===== src/design/assert_macros.svh =====
// ----------------------------------------------------------------------------
// Assertion macros
// Immediate-consequence and next-cycle implication checks on the rising clock
// edge, disabled while reset is asserted. Empty when SYNTHESIS is set.
// ----------------------------------------------------------------------------
`ifndef ASSERT_MACROS_SVH
`define ASSERT_MACROS_SVH

`ifndef SYNTHESIS

`define ASSERT_IMPLIES(lbl, clk, rstn, ante, cons, msg) \
  lbl: assert property (@(posedge clk) disable iff (!(rstn)) (ante) |-> (cons)) \
    else $error(msg);

`define ASSERT_NEXT(lbl, clk, rstn, ante, cons, msg) \
  lbl: assert property (@(posedge clk) disable iff (!(rstn)) (ante) |=> (cons)) \
    else $error(msg);

`else

`define ASSERT_IMPLIES(lbl, clk, rstn, ante, cons, msg)

`define ASSERT_NEXT(lbl, clk, rstn, ante, cons, msg)

`endif

`endif


===== src/design/ata_pio_pkg.sv =====
// ----------------------------------------------------------------------------
// ata_pio_pkg
// Field widths, codes, task-file offsets and command bytes of the ATA PIO
// transfer sequencer.
// ----------------------------------------------------------------------------
package ata_pio_pkg;

  localparam int unsigned LBA_W  = 48;
  localparam int unsigned CNT_W  = 16;
  localparam int unsigned VAL_W  = 16;
  localparam int unsigned ADDR_W = 16;
  localparam int unsigned SL_W   = 17;
  localparam int unsigned IDX_W  = 4;
  localparam int unsigned CFG_DW = 64;
  localparam int unsigned CFG_AW = 5;

  // input item modes
  localparam logic [1:0] MODE_CMD  = 2'd0;
  localparam logic [1:0] MODE_REG  = 2'd1;
  localparam logic [1:0] MODE_DATA = 2'd2;

  // result operations
  localparam logic [2:0] OP_REG_WR  = 3'd0;
  localparam logic [2:0] OP_REG_RD  = 3'd1;
  localparam logic [2:0] OP_DATA_WR = 3'd2;
  localparam logic [2:0] OP_TO_HOST = 3'd3;
  localparam logic [2:0] OP_DONE    = 3'd4;

  // completion status
  localparam logic [1:0] ST_OK        = 2'd0;
  localparam logic [1:0] ST_REJECT    = 2'd1;
  localparam logic [1:0] ST_DRIVE_ERR = 2'd2;
  localparam logic [1:0] ST_FAULT     = 2'd3;

  // task-file register offsets
  localparam logic [2:0] REG_DATA    = 3'd0;
  localparam logic [2:0] REG_ERROR   = 3'd1;
  localparam logic [2:0] REG_COUNT   = 3'd2;
  localparam logic [2:0] REG_LBA_LO  = 3'd3;
  localparam logic [2:0] REG_LBA_MID = 3'd4;
  localparam logic [2:0] REG_LBA_HI  = 3'd5;
  localparam logic [2:0] REG_DRIVE   = 3'd6;
  localparam logic [2:0] REG_CMD     = 3'd7;

  // drive register and command bytes
  localparam logic [7:0] DRV_LBA28 = 8'hE0;
  localparam logic [7:0] DRV_LBA48 = 8'h40;
  localparam logic [7:0] CMD_RD28  = 8'h20;
  localparam logic [7:0] CMD_WR28  = 8'h30;
  localparam logic [7:0] CMD_RD48  = 8'h24;
  localparam logic [7:0] CMD_WR48  = 8'h34;
  localparam logic [7:0] CMD_FLUSH = 8'hE7;

  // status register bits
  localparam logic [7:0] STS_ERR = 8'h01;
  localparam logic [7:0] STS_DRQ = 8'h08;
  localparam logic [7:0] STS_DF  = 8'h20;
  localparam logic [7:0] STS_RDY = 8'h40;
  localparam logic [7:0] STS_BSY = 8'h80;

  localparam logic [SL_W-1:0] LBA28_ZERO_COUNT = 17'd256;
  localparam logic [SL_W-1:0] LBA48_ZERO_COUNT = 17'd65536;

  // results per step kind
  localparam logic [IDX_W-1:0] LEN_ONE       = 4'd1;
  localparam logic [IDX_W-1:0] LEN_CMD28     = 4'd7;
  localparam logic [IDX_W-1:0] LEN_CMD48     = 4'd15;
  localparam logic [IDX_W-1:0] LEN_XFER_RD   = 4'd2;
  localparam logic [IDX_W-1:0] LEN_END       = 4'd6;
  localparam logic [IDX_W-1:0] LEN_END_FLUSH = 4'd7;

  // configuration register indexes
  localparam logic [1:0] CFG_PORT_BASE = 2'd0;
  localparam logic [1:0] CFG_SLAVE     = 2'd1;
  localparam logic [1:0] CFG_LBA28     = 2'd2;
  localparam logic [1:0] CFG_CAPACITY  = 2'd3;

  typedef enum logic [3:0] {
    PH_IDLE,
    PH_RDY,
    PH_POLL,
    PH_ERRREG,
    PH_XFER,
    PH_FLUSH
  } phase_t;

  typedef enum logic [2:0] {
    STEP_NONE,
    STEP_DONE,
    STEP_RD,
    STEP_CMD28,
    STEP_CMD48,
    STEP_XFER_MID,
    STEP_XFER_END
  } step_t;

  typedef struct packed {
    logic [1:0]       mode;
    logic [LBA_W-1:0] lba;
    logic [CNT_W-1:0] sector_total;
    logic             is_write;
    logic             use_lba48;
    logic [VAL_W-1:0] value;
  } item_t;

  typedef struct packed {
    logic [2:0]        op;
    logic [ADDR_W-1:0] address;
    logic [VAL_W-1:0]  data;
    logic [1:0]        status;
    logic [7:0]        error_value;
    logic              last;
  } result_t;

endpackage


===== src/design/ata_pio_ifs.sv =====
// ----------------------------------------------------------------------------
// ata_pio channel interfaces
// Valid/ready channels for command and read-back items and for bus results.
// ----------------------------------------------------------------------------
interface ata_pio_in_if import ata_pio_pkg::*; ();
  logic             valid;
  logic             ready;
  logic [1:0]       mode;
  logic [LBA_W-1:0] lba;
  logic [CNT_W-1:0] sector_total;
  logic             is_write;
  logic             use_lba48;
  logic [VAL_W-1:0] value;

  modport source (
    output valid, mode, lba, sector_total, is_write, use_lba48, value,
    input  ready
  );
  modport sink (
    input  valid, mode, lba, sector_total, is_write, use_lba48, value,
    output ready
  );
endinterface

interface ata_pio_out_if import ata_pio_pkg::*; ();
  logic              valid;
  logic              ready;
  logic [2:0]        op;
  logic [ADDR_W-1:0] address;
  logic [VAL_W-1:0]  data;
  logic [1:0]        status;
  logic [7:0]        error_value;
  logic              last;

  modport source (
    output valid, op, address, data, status, error_value, last,
    input  ready
  );
  modport sink (
    input  valid, op, address, data, status, error_value, last,
    output ready
  );
endinterface


===== src/design/ata_pio_transfer_sequencer_top.sv =====
// ----------------------------------------------------------------------------
// ata_pio_transfer_sequencer_top
// Host-side ATA PIO sequencer for one drive, 28-bit and 48-bit LBA. Command
// items turn into task-file writes and status reads; status bytes and data
// words fed back drive polling, sector transfer and the write cache flush.
// An accepted item sits in an input register while its bus operations leave
// one per cycle through the result register, while the output channel is
// ready. An item yields one result for a status poll or a written data word,
// two for a read data word, six or seven at a sector end and seven or fifteen
// for a 28-bit or 48-bit command; some items yield none. The next item is
// taken in the cycle its predecessor's last result is registered.
// ----------------------------------------------------------------------------
`include "assert_macros.svh"

module ata_pio_transfer_sequencer_top import ata_pio_pkg::*; #(
  parameter int unsigned WORDS_PER_SECTOR = 256
) (
  input  logic              clk,
  input  logic              rst_n,
  ata_pio_in_if.sink        in_chan,
  ata_pio_out_if.source     out_chan,
  input  logic              cfg_psel,
  input  logic              cfg_penable,
  input  logic              cfg_pwrite,
  input  logic [CFG_AW-1:0] cfg_paddr,
  input  logic [CFG_DW-1:0] cfg_pwdata,
  output logic [CFG_DW-1:0] cfg_prdata,
  output logic              cfg_pready
);

  localparam int unsigned WI_W = $clog2(WORDS_PER_SECTOR) + 1;

  logic [ADDR_W-1:0] base_r;
  logic              slave_r;
  logic              lba28_r;
  logic [LBA_W-1:0]  cap_r;

  item_t             in_r;
  logic              in_v_r;
  logic [IDX_W-1:0]  idx_r;
  result_t           out_r;
  logic              out_v_r;

  phase_t            phase_r, phase_nxt;
  logic [SL_W-1:0]   sl_r, sl_nxt;
  logic [WI_W-1:0]   wi_r, wi_nxt;
  logic              writing_r, writing_nxt;

  step_t             step;
  logic [IDX_W-1:0]  n;
  logic [2:0]        rd_off;
  logic [1:0]        done_st;
  logic [7:0]        done_ev;

  logic [7:0]        sts;
  logic [7:0]        c8;
  logic [SL_W-1:0]   eff28;
  logic [SL_W-1:0]   eff48;
  logic [LBA_W:0]    end48;
  logic              reject48;
  logic [WI_W-1:0]   wi_inc;
  logic              sec_end;
  logic [SL_W-1:0]   sl_dec;
  logic              last_sec;
  logic [7:0]        sl_bit;

  logic [2:0]        r_op;
  logic [2:0]        r_off;
  logic [VAL_W-1:0]  r_data;
  logic [1:0]        r_st;
  logic [7:0]        r_ev;
  result_t           res;

  logic              cfg_wr;
  logic [1:0]        cfg_idx;
  logic              out_free;
  logic              emit;
  logic              step_done;
  logic              in_acc;

  assign cfg_pready = 1'b1;
  assign cfg_idx    = cfg_paddr[CFG_AW-1:3];
  assign cfg_wr     = cfg_psel && cfg_penable && cfg_pwrite && cfg_pready;

  always_comb begin
    unique case (cfg_idx)
      CFG_PORT_BASE: cfg_prdata = {{(CFG_DW-ADDR_W){1'b0}}, base_r};
      CFG_SLAVE:     cfg_prdata = {{(CFG_DW-1){1'b0}}, slave_r};
      CFG_LBA28:     cfg_prdata = {{(CFG_DW-1){1'b0}}, lba28_r};
      CFG_CAPACITY:  cfg_prdata = {{(CFG_DW-LBA_W){1'b0}}, cap_r};
      default:       cfg_prdata = '0;
    endcase
  end

  // step decode: result count and state after the step
  assign sts      = in_r.value[7:0];
  assign c8       = in_r.sector_total[7:0];
  assign eff28    = (c8 == 8'd0) ? LBA28_ZERO_COUNT : {{(SL_W-8){1'b0}}, c8};
  assign eff48    = (in_r.sector_total == '0) ? LBA48_ZERO_COUNT
                                              : {1'b0, in_r.sector_total};
  assign end48    = {1'b0, in_r.lba} + {{(LBA_W+1-SL_W){1'b0}}, eff48};
  assign reject48 = end48 > {1'b0, cap_r};
  assign wi_inc   = wi_r + WI_W'(1);
  assign sec_end  = wi_inc >= WI_W'(WORDS_PER_SECTOR);
  assign sl_dec   = (sl_r != '0) ? sl_r - SL_W'(1) : '0;
  assign last_sec = sl_dec == '0;
  assign sl_bit   = {3'b000, slave_r, 4'h0};

  always_comb begin
    step        = STEP_NONE;
    n           = '0;
    rd_off      = REG_CMD;
    done_st     = ST_OK;
    done_ev     = 8'h00;
    phase_nxt   = phase_r;
    sl_nxt      = sl_r;
    wi_nxt      = wi_r;
    writing_nxt = writing_r;
    unique case (phase_r)
      PH_IDLE: begin
        if (in_r.mode == MODE_CMD) begin
          if ((!in_r.use_lba48 && !lba28_r) || (in_r.use_lba48 && reject48)) begin
            step        = STEP_DONE;
            n           = LEN_ONE;
            done_st     = ST_REJECT;
            sl_nxt      = '0;
            wi_nxt      = '0;
            writing_nxt = 1'b0;
          end else if (!in_r.use_lba48) begin
            step        = STEP_CMD28;
            n           = LEN_CMD28;
            sl_nxt      = eff28;
            wi_nxt      = '0;
            writing_nxt = in_r.is_write;
            phase_nxt   = PH_RDY;
          end else begin
            step        = STEP_CMD48;
            n           = LEN_CMD48;
            sl_nxt      = eff48;
            wi_nxt      = '0;
            writing_nxt = in_r.is_write;
            phase_nxt   = PH_POLL;
          end
        end
      end
      PH_RDY: begin
        if (in_r.mode == MODE_REG) begin
          step = STEP_RD;
          n    = LEN_ONE;
          if ((sts & STS_RDY) != 8'h00) begin
            phase_nxt = PH_POLL;
          end
        end
      end
      PH_POLL: begin
        if (in_r.mode == MODE_REG) begin
          if ((sts & STS_ERR) != 8'h00) begin
            step      = STEP_RD;
            n         = LEN_ONE;
            rd_off    = REG_ERROR;
            phase_nxt = PH_ERRREG;
          end else if ((sts & STS_DF) != 8'h00) begin
            step        = STEP_DONE;
            n           = LEN_ONE;
            done_st     = ST_FAULT;
            phase_nxt   = PH_IDLE;
            sl_nxt      = '0;
            wi_nxt      = '0;
            writing_nxt = 1'b0;
          end else if ((sts & STS_BSY) == 8'h00 && (sts & STS_DRQ) != 8'h00) begin
            wi_nxt    = '0;
            phase_nxt = PH_XFER;
            if (!writing_r) begin
              step   = STEP_RD;
              n      = LEN_ONE;
              rd_off = REG_DATA;
            end
          end else begin
            step = STEP_RD;
            n    = LEN_ONE;
          end
        end
      end
      PH_ERRREG: begin
        if (in_r.mode == MODE_REG) begin
          step        = STEP_DONE;
          n           = LEN_ONE;
          done_st     = ST_DRIVE_ERR;
          done_ev     = sts;
          phase_nxt   = PH_IDLE;
          sl_nxt      = '0;
          wi_nxt      = '0;
          writing_nxt = 1'b0;
        end
      end
      PH_XFER: begin
        if (in_r.mode == MODE_DATA) begin
          if (!sec_end) begin
            step   = STEP_XFER_MID;
            n      = writing_r ? LEN_ONE : LEN_XFER_RD;
            wi_nxt = wi_inc;
          end else begin
            step   = STEP_XFER_END;
            wi_nxt = '0;
            sl_nxt = sl_dec;
            if (!last_sec) begin
              n         = LEN_END;
              phase_nxt = PH_POLL;
            end else if (writing_r) begin
              n         = LEN_END_FLUSH;
              phase_nxt = PH_FLUSH;
            end else begin
              n           = LEN_END;
              phase_nxt   = PH_IDLE;
              sl_nxt      = '0;
              writing_nxt = 1'b0;
            end
          end
        end
      end
      PH_FLUSH: begin
        if (in_r.mode == MODE_REG) begin
          n = LEN_ONE;
          if ((sts & STS_BSY) != 8'h00) begin
            step = STEP_RD;
          end else begin
            step        = STEP_DONE;
            phase_nxt   = PH_IDLE;
            sl_nxt      = '0;
            wi_nxt      = '0;
            writing_nxt = 1'b0;
          end
        end
      end
      default: begin
        phase_nxt = PH_IDLE;
      end
    endcase
  end

  // result at the current position of the step
  always_comb begin
    r_op   = OP_REG_RD;
    r_off  = REG_CMD;
    r_data = '0;
    r_st   = ST_OK;
    r_ev   = 8'h00;
    case (step)
      STEP_DONE: begin
        r_op = OP_DONE;
        r_st = done_st;
        r_ev = done_ev;
      end
      STEP_RD: begin
        r_off = rd_off;
      end
      STEP_CMD28: begin
        r_op = OP_REG_WR;
        case (idx_r)
          4'd0: begin
            r_off  = REG_DRIVE;
            r_data = {8'h00, DRV_LBA28 | sl_bit | {4'h0, in_r.lba[27:24]}};
          end
          4'd1: begin
            r_off  = REG_COUNT;
            r_data = {8'h00, c8};
          end
          4'd2: begin
            r_off  = REG_LBA_LO;
            r_data = {8'h00, in_r.lba[7:0]};
          end
          4'd3: begin
            r_off  = REG_LBA_MID;
            r_data = {8'h00, in_r.lba[15:8]};
          end
          4'd4: begin
            r_off  = REG_LBA_HI;
            r_data = {8'h00, in_r.lba[23:16]};
          end
          4'd5: begin
            r_off  = REG_CMD;
            r_data = {8'h00, in_r.is_write ? CMD_WR28 : CMD_RD28};
          end
          default: begin
            r_op = OP_REG_RD;
          end
        endcase
      end
      STEP_CMD48: begin
        r_op = OP_REG_WR;
        case (idx_r)
          4'd0: begin
            r_off  = REG_DRIVE;
            r_data = {8'h00, DRV_LBA48 | sl_bit};
          end
          4'd1: begin
            r_off  = REG_COUNT;
            r_data = {8'h00, in_r.sector_total[15:8]};
          end
          4'd2: begin
            r_off  = REG_LBA_LO;
            r_data = {8'h00, in_r.lba[31:24]};
          end
          4'd3: begin
            r_off  = REG_LBA_MID;
            r_data = {8'h00, in_r.lba[39:32]};
          end
          4'd4: begin
            r_off  = REG_LBA_HI;
            r_data = {8'h00, in_r.lba[47:40]};
          end
          4'd5: begin
            r_off  = REG_COUNT;
            r_data = {8'h00, c8};
          end
          4'd6: begin
            r_off  = REG_LBA_LO;
            r_data = {8'h00, in_r.lba[7:0]};
          end
          4'd7: begin
            r_off  = REG_LBA_MID;
            r_data = {8'h00, in_r.lba[15:8]};
          end
          4'd8: begin
            r_off  = REG_LBA_HI;
            r_data = {8'h00, in_r.lba[23:16]};
          end
          4'd9: begin
            r_off  = REG_CMD;
            r_data = {8'h00, in_r.is_write ? CMD_WR48 : CMD_RD48};
          end
          default: begin
            r_op = OP_REG_RD;
          end
        endcase
      end
      STEP_XFER_MID, STEP_XFER_END: begin
        if (idx_r == '0) begin
          r_op   = writing_r ? OP_DATA_WR : OP_TO_HOST;
          r_off  = REG_DATA;
          r_data = in_r.value;
        end else if (step == STEP_XFER_MID) begin
          r_off = REG_DATA;
        end else if (idx_r == 4'd5 && last_sec) begin
          if (writing_r) begin
            r_op   = OP_REG_WR;
            r_data = {8'h00, CMD_FLUSH};
          end else begin
            r_op = OP_DONE;
          end
        end
      end
      default: begin
        r_op = OP_REG_RD;
      end
    endcase
  end

  always_comb begin
    res.op          = r_op;
    res.address     = (r_op == OP_TO_HOST || r_op == OP_DONE) ? '0
                                                             : base_r + {13'd0, r_off};
    res.data        = r_data;
    res.status      = r_st;
    res.error_value = r_ev;
    res.last        = idx_r == (n - IDX_W'(1));
  end

  assign out_free  = !out_v_r || out_chan.ready;
  assign emit      = in_v_r && (n != '0) && out_free;
  assign step_done = in_v_r && ((n == '0) || (emit && res.last));
  assign in_chan.ready = !in_v_r || step_done;
  assign in_acc    = in_chan.valid && in_chan.ready;

  always_ff @(posedge clk) begin
    if (!rst_n) begin
      base_r    <= 16'd496;
      slave_r   <= 1'b0;
      lba28_r   <= 1'b1;
      cap_r     <= '0;
      in_v_r    <= 1'b0;
      idx_r     <= '0;
      out_v_r   <= 1'b0;
      phase_r   <= PH_IDLE;
      sl_r      <= '0;
      wi_r      <= '0;
      writing_r <= 1'b0;
    end else begin
      if (cfg_wr) begin
        unique case (cfg_idx)
          CFG_PORT_BASE: base_r  <= cfg_pwdata[ADDR_W-1:0];
          CFG_SLAVE:     slave_r <= cfg_pwdata[0];
          CFG_LBA28:     lba28_r <= cfg_pwdata[0];
          CFG_CAPACITY:  cap_r   <= cfg_pwdata[LBA_W-1:0];
          default:       base_r  <= base_r;
        endcase
      end
      if (in_acc) begin
        in_v_r <= 1'b1;
      end else if (step_done) begin
        in_v_r <= 1'b0;
      end
      if (step_done) begin
        idx_r     <= '0;
        phase_r   <= phase_nxt;
        sl_r      <= sl_nxt;
        wi_r      <= wi_nxt;
        writing_r <= writing_nxt;
      end else if (emit) begin
        idx_r <= idx_r + IDX_W'(1);
      end
      if (emit) begin
        out_v_r <= 1'b1;
      end else if (out_chan.ready) begin
        out_v_r <= 1'b0;
      end
    end
  end

  always_ff @(posedge clk) begin
    if (in_acc) begin
      in_r.mode         <= in_chan.mode;
      in_r.lba          <= in_chan.lba;
      in_r.sector_total <= in_chan.sector_total;
      in_r.is_write     <= in_chan.is_write;
      in_r.use_lba48    <= in_chan.use_lba48;
      in_r.value        <= in_chan.value;
    end
    if (emit) begin
      out_r <= res;
    end
  end

  assign out_chan.valid       = out_v_r;
  assign out_chan.op          = out_r.op;
  assign out_chan.address     = out_r.address;
  assign out_chan.data        = out_r.data;
  assign out_chan.status      = out_r.status;
  assign out_chan.error_value = out_r.error_value;
  assign out_chan.last        = out_r.last;

  `ASSERT_IMPLIES(a_idle_clear, clk, rst_n, phase_r == PH_IDLE, (sl_r == '0) && !writing_r && (wi_r == '0), "idle with leftover transfer state")
  `ASSERT_IMPLIES(a_xfer_sectors, clk, rst_n, phase_r == PH_XFER || phase_r == PH_POLL, sl_r != '0, "transfer phase with no sectors left")
  `ASSERT_IMPLIES(a_flush_write, clk, rst_n, phase_r == PH_FLUSH, writing_r, "flush wait on a read transfer")
  `ASSERT_IMPLIES(a_word_range, clk, rst_n, 1'b1, wi_r < WI_W'(WORDS_PER_SECTOR), "word index past sector end")
  `ASSERT_IMPLIES(a_idx_range, clk, rst_n, in_v_r && (n != '0), idx_r < n, "result position past step length")
  `ASSERT_NEXT(a_step_rewind, clk, rst_n, step_done, idx_r == '0, "result position not rewound after step")

endmodule

===== src/flat_wrapper.sv =====
// flat-port wrapper written by rule: the top's interface ports become plain ports
module ata_pio_transfer_sequencer_top_flat import ata_pio_pkg::*;
#(
  parameter int unsigned WORDS_PER_SECTOR = 256
)
  (clk, rst_n, cfg_psel, cfg_penable, cfg_pwrite, cfg_paddr, cfg_pwdata, cfg_prdata, cfg_pready, in_chan_valid, in_chan_mode, in_chan_lba, in_chan_sector_total, in_chan_is_write, in_chan_use_lba48, in_chan_value, in_chan_ready, out_chan_valid, out_chan_op, out_chan_address, out_chan_data, out_chan_status, out_chan_error_value, out_chan_last, out_chan_ready);
  ata_pio_in_if in_chan_i ();
  ata_pio_out_if out_chan_i ();
  input  logic clk;
  input  logic rst_n;
  input  logic cfg_psel;
  input  logic cfg_penable;
  input  logic cfg_pwrite;
  input  logic [CFG_AW-1:0] cfg_paddr;
  input  logic [CFG_DW-1:0] cfg_pwdata;
  output logic [CFG_DW-1:0] cfg_prdata;
  output logic cfg_pready;
  input wire logic [$bits(in_chan_i.valid)-1:0] in_chan_valid;
  input wire logic [$bits(in_chan_i.mode)-1:0] in_chan_mode;
  input wire logic [$bits(in_chan_i.lba)-1:0] in_chan_lba;
  input wire logic [$bits(in_chan_i.sector_total)-1:0] in_chan_sector_total;
  input wire logic [$bits(in_chan_i.is_write)-1:0] in_chan_is_write;
  input wire logic [$bits(in_chan_i.use_lba48)-1:0] in_chan_use_lba48;
  input wire logic [$bits(in_chan_i.value)-1:0] in_chan_value;
  output wire logic [$bits(in_chan_i.ready)-1:0] in_chan_ready;
  output wire logic [$bits(out_chan_i.valid)-1:0] out_chan_valid;
  output wire logic [$bits(out_chan_i.op)-1:0] out_chan_op;
  output wire logic [$bits(out_chan_i.address)-1:0] out_chan_address;
  output wire logic [$bits(out_chan_i.data)-1:0] out_chan_data;
  output wire logic [$bits(out_chan_i.status)-1:0] out_chan_status;
  output wire logic [$bits(out_chan_i.error_value)-1:0] out_chan_error_value;
  output wire logic [$bits(out_chan_i.last)-1:0] out_chan_last;
  input wire logic [$bits(out_chan_i.ready)-1:0] out_chan_ready;
  assign in_chan_i.valid = in_chan_valid;
  assign in_chan_i.mode = in_chan_mode;
  assign in_chan_i.lba = in_chan_lba;
  assign in_chan_i.sector_total = in_chan_sector_total;
  assign in_chan_i.is_write = in_chan_is_write;
  assign in_chan_i.use_lba48 = in_chan_use_lba48;
  assign in_chan_i.value = in_chan_value;
  assign in_chan_ready = in_chan_i.ready;
  assign out_chan_valid = out_chan_i.valid;
  assign out_chan_op = out_chan_i.op;
  assign out_chan_address = out_chan_i.address;
  assign out_chan_data = out_chan_i.data;
  assign out_chan_status = out_chan_i.status;
  assign out_chan_error_value = out_chan_i.error_value;
  assign out_chan_last = out_chan_i.last;
  assign out_chan_i.ready = out_chan_ready;
  ata_pio_transfer_sequencer_top #(.WORDS_PER_SECTOR(WORDS_PER_SECTOR)) u_core (.clk(clk), .rst_n(rst_n), .in_chan(in_chan_i), .out_chan(out_chan_i), .cfg_psel(cfg_psel), .cfg_penable(cfg_penable), .cfg_pwrite(cfg_pwrite), .cfg_paddr(cfg_paddr), .cfg_pwdata(cfg_pwdata), .cfg_prdata(cfg_prdata), .cfg_pready(cfg_pready));
endmodule

===== config.mk =====
export PLATFORM = sky130hd
export DESIGN_NAME = ata_pio_transfer_sequencer_top_flat
export DESIGN_NICKNAME = d
export VERILOG_FILES = /design/src/design/ata_pio_pkg.sv /design/src/design/ata_pio_ifs.sv /design/src/design/ata_pio_transfer_sequencer_top.sv /design/src/flat_wrapper.sv
export VERILOG_INCLUDE_DIRS = /design/src /design/src/design
export SDC_FILE = /design/constraint.sdc
export NUM_CORES = 1
export LEC_CHECK = 0
export BUFFER_PORTS_ARGS = -buffer_cell sky130_fd_sc_hd__buf_2
export CORE_UTILIZATION = 61
export CTS_CLUSTER_DIAMETER = 150
export DETAILED_ROUTE_END_ITERATION = 16
export PLACE_DENSITY = 0.89
export SLEW_MARGIN = 0
export SYNTH_ARGS = -nofsm -noshare
export SYNTH_HDL_FRONTEND = slang
export SYNTH_SLANG_ARGS = --single-unit

===== constraint.sdc =====
create_clock -name clk -period 26.6 [get_ports clk]
set_clock_uncertainty 0.15 [all_clocks]
set_input_delay 3.99 -clock clk [delete_from_list [all_inputs] [get_ports clk]]
set_output_delay 3.99 -clock clk [all_outputs]
set_load 0.005 [all_outputs]

==> impl_metrics.py <==
metrics = {
    "pwr": {
        "switching_share": 0.273,
        "leakagePower_nw": 6.13,
        "power.density_nw_per_um2": 57.5,
        "clockPowerShare": 0.382,
        "ir_drop_uv": 54.0,
        "combPwrFrac": 0.154,
        "switching_power_uw": 246,
        "power_frac_seq": 0.464,
        "internal_power_uw": 654,
    },
    "synthesis": {
        "ys_warn_count": 0,
        "synth_edf_count": 130,
        "seq_area_frac_synth": 0.435,
        "syn_area_um2": 13700,
        "synth.top_cells.by_area": "edfxtp_1 29%, dfxtp_1 15%, ha_1 6.8%",
        "synth-seq-cells": 232,
        "synth_cell_types": 88,
        "syn_inst": 1536,
        "yosysTopAreaCellShare": 0.286,
        "synth_flop_cell": "edfxtp_1",
        "postSynthAreaPerCell_um2": 8.90,
        "synthArstFlopShare": 0,
        "yosysTopAreaCell": "edfxtp_1",
    },
    "global_route": {
        "grt_max_degree": 67,
        "antenna_found_initial": 1,
        "grt_pass1_wl_um": 61500,
        "grt_pass1_vias": 11778,
        "grt_util_all_layers": 0.349,
        "gr-total-overflow": 0,
    },
    "floorplanning": {
        "fp.dieH_um": 152,
        "fp-row-count": 54,
        "die_x_um": 152,
        "pin_count": 273,
        "start_util": 0.624,
        "die_area_um2": 23000,
        "core_um2": 21900,
    },
    "cts": {
        "cts_resized": 0,
        "cts_buffers": 25,
        "cts_tree": "done",
        "clkSlewWorstSetupHoldPaths_ns": 0.06,
        "post_cts_buffers": 0,
        "insertion_delay_ns": 0.54,
        "clock_path_buffers": 3,
        "cts_hold_buf": 0,
        "cts_sinks": 232,
        "htreeDepth": 1,
        "root_buffer": "clkbuf_16",
    },
    "drt": {
        "drt_first_pass_iters": 7,
        "routed_via_density": 6.28,
        "drc": 0,
        "drtIter0Drc": 1543,
        "postRouteAntennaNets": 0,
        "vias": 12650,
        "wl_per_cell_um": 20.2,
        "routed_wirelength_um": 40700,
    },
    "placement": {
        "port_buffers": 236,
        "place_inst": 1968,
        "routabilityCongestion": 0.986,
        "dpl.hpwl_um": 29800,
    },
    "timing": {
        "max_freq_mhz": 81.6,
        "fin_setup_tns_ns": 0,
        "max_slew_margin": 0.234,
        "fin_crit_ns": 12.26,
        "period_share": 0.461,
        "grt_setup_unrepaired": "no",
        "setup_viol": 0,
        "worst_pin_slew_ns": 1.13,
        "hold_viol_final": 0,
        "maxSlewViolCount": 0,
    },
    "final_layout": {
        "fin_nets": 1951,
        "num-fill-cells": 1634,
        "layoutNonFillerInstCount": 2013,
        "layout_commonest_cell": "buf_2",
        "layout_common_cells": "236 x buf_2, 230 x nand2_1, 130 x edfxtp_1, 118 x a21oi_1, 118 x nor2_1",
        "drive_gt1_frac": 0.181,
        "post-route-util": 0.715,
        "area_growth_pct": 14.5,
    },
    "outcome": {
        "status": "finished clean",
    },
    "worst_setup_path": {
        "worst-setup-path-type": "reg -> out",
        "required_ns": 22.46,
        "startpoint_type": "flop",
        "arrival_ns": 8.12,
        "cp-end-kind": "primary output",
        "path_max_fanout": 7,
    },
    "flow_run": {
        "drv_cap": 0,
    },
    "hold_path": {
        "hold_class": "reg -> reg",
    },
}
-- through the flow --
step / cell area (µm²) / hold slack (ns) / total power, mW / setup WS (ns)
4_1_cts: 15600 / 0.304 / 0.898 / 14.56
3_5_place_dp: 14800 / 0.296 / 0.558 / 15.24
2_1_floorplan: 13700 / 0.286 / 0.510 / 16.50
3_3_place_gp: 14800 / 0.292 / 0.552 / 15.45
5_1_grt: 15600 / 0.325 / 0.929 / 14.02
6_report: 15600 / 0.305 / 0.900 / 14.34
-- sequential cells by signal, indices dropped and copies added (netlist names), 4 cells and up --
signal and cells:
u_core.out_chan.error_value 8, u_core.cap_r 48, u_core.sl_r 17, u_core.idx_r 4, u_core.c8 8, u_core.wi_r 9
u_core.base_r 16, u_core.out_chan.data 16, u_core.out_chan.address 16, u_core.in_r 76
-- Yosys cell counts (5+ instances only) --
master    number
nand2_1      230
edfxtp_1     130
nor2_1       119
a21oi_1      118
dfxtp_1      102
clkbuf_1      83
inv_1         81
ha_1          74
o21ai_0       69
nand3_1       53
xnor2_1       51
a22oi_1       31
nor3_1        30
and3_1        28
nand4_1       25
xor2_1        22
a211oi_1      20
and2_1        19
buf_4         19
o211ai_1      16
a21o_1        11
nor2b_1       11
nor4_1        11
o31ai_1       11
a222oi_1       9
nand2b_1       9
mux2i_1        8
o21a_1         8
o21bai_1       7
or3_1          7
a22o_1         6
a31oi_1        5
a32oi_1        5
and4_1         5
nor3b_1        5
o31ai_2        5
or2_2          5
-- logic make-up (layout without fill, tap and decap cells) --
logic type | Yosys count | in the layout | synth area share
buffers and inverters | 193 | 374 | 0.0591
muxes | 13 | 13 | 0.0116
other | 2 | 18 | 0.000550
AOI/OAI and AO/OA | 368 | 368 | 0.177
xor gates and xnor gates | 73 | 73 | 0.0468
DFF | 232 | 232 | 0.435
adders and majority gates | 76 | 76 | 0.0707
and+or+nand+nor | 579 | 579 | 0.199
-- area by class of cell --
cell class,instances,area [µm²],area share
diodes,1,2.50,0.000160
clock buffers,31,648,0.0414
clock inverters,13,144,0.00920
inverters,83,312,0.0199
multi-input cells,1126,6980,0.446
flip-flops and latches,232,5950,0.380
well taps,280,350,0.0224
repair buffers,247,1260,0.0808
-- routing by layer --
layer,GRT usage,vias up,share of wire
li1,-,5827,-
met1,0.444,5911,0.39
met2,0.560,775,0.45
met3,0.0802,135,0.11
met4,0.159,2,0.047
met5,0.0205,-,0.0013
-- power by group through the flow --
stage	clock network [mW]	logic, mW	registers (mW)
6_report	0.344	0.138	0.418
5_1_grt	0.359	0.152	0.418
4_1_cts	0.346	0.136	0.416
3_5_place_dp	0	0.135	0.423
3_3_place_gp	0	0.129	0.423
2_1_floorplan	0	0.0952	0.415
-- critical path: stages (launching register included) --
cell	delay, ns
edfxtp_1	0.57
ha_1	0.35
a21o_1	0.16
a21oi_1	0.23
o21bai_1	0.09
a21oi_1	0.25
o21bai_1	0.19
a211o_1	0.32
a2111oi_0	0.70
nor3_1	0.38
nand4_1	0.21
xnor2_1	0.13
ha_1	0.32
nand4_1	0.11
nor4_1	0.67
nand4_1	0.18
mux2i_1	0.18
nor2_1	0.14
a211oi_1	0.71
a211oi_1	0.12
ha_1	0.26
xor2_1	0.16
o21ai_0	0.33
nor3_2	0.09
and2_1	0.16
a21oi_1	0.35
inv_1	0.06
buf_2	0.13
-- final timing paths --
check                                                   start                            end  slack (ns)  cells past startpoint
worst max-delay path                   u_core.c8[1]$_DFFE_PP_                  in_chan_ready       14.34                     27
worst min-delay path            u_core.cap_r[15]$_SDFFE_PN0P_  u_core.cap_r[15]$_SDFFE_PN0P_        0.30                      2
worst max register to register         u_core.c8[1]$_DFFE_PP_      u_core.in_r[72]$_DFFE_PP_       17.43                     27
worst min register to register  u_core.cap_r[15]$_SDFFE_PN0P_  u_core.cap_r[15]$_SDFFE_PN0P_        0.30                      2
Power figures use the tool's default switching activity.
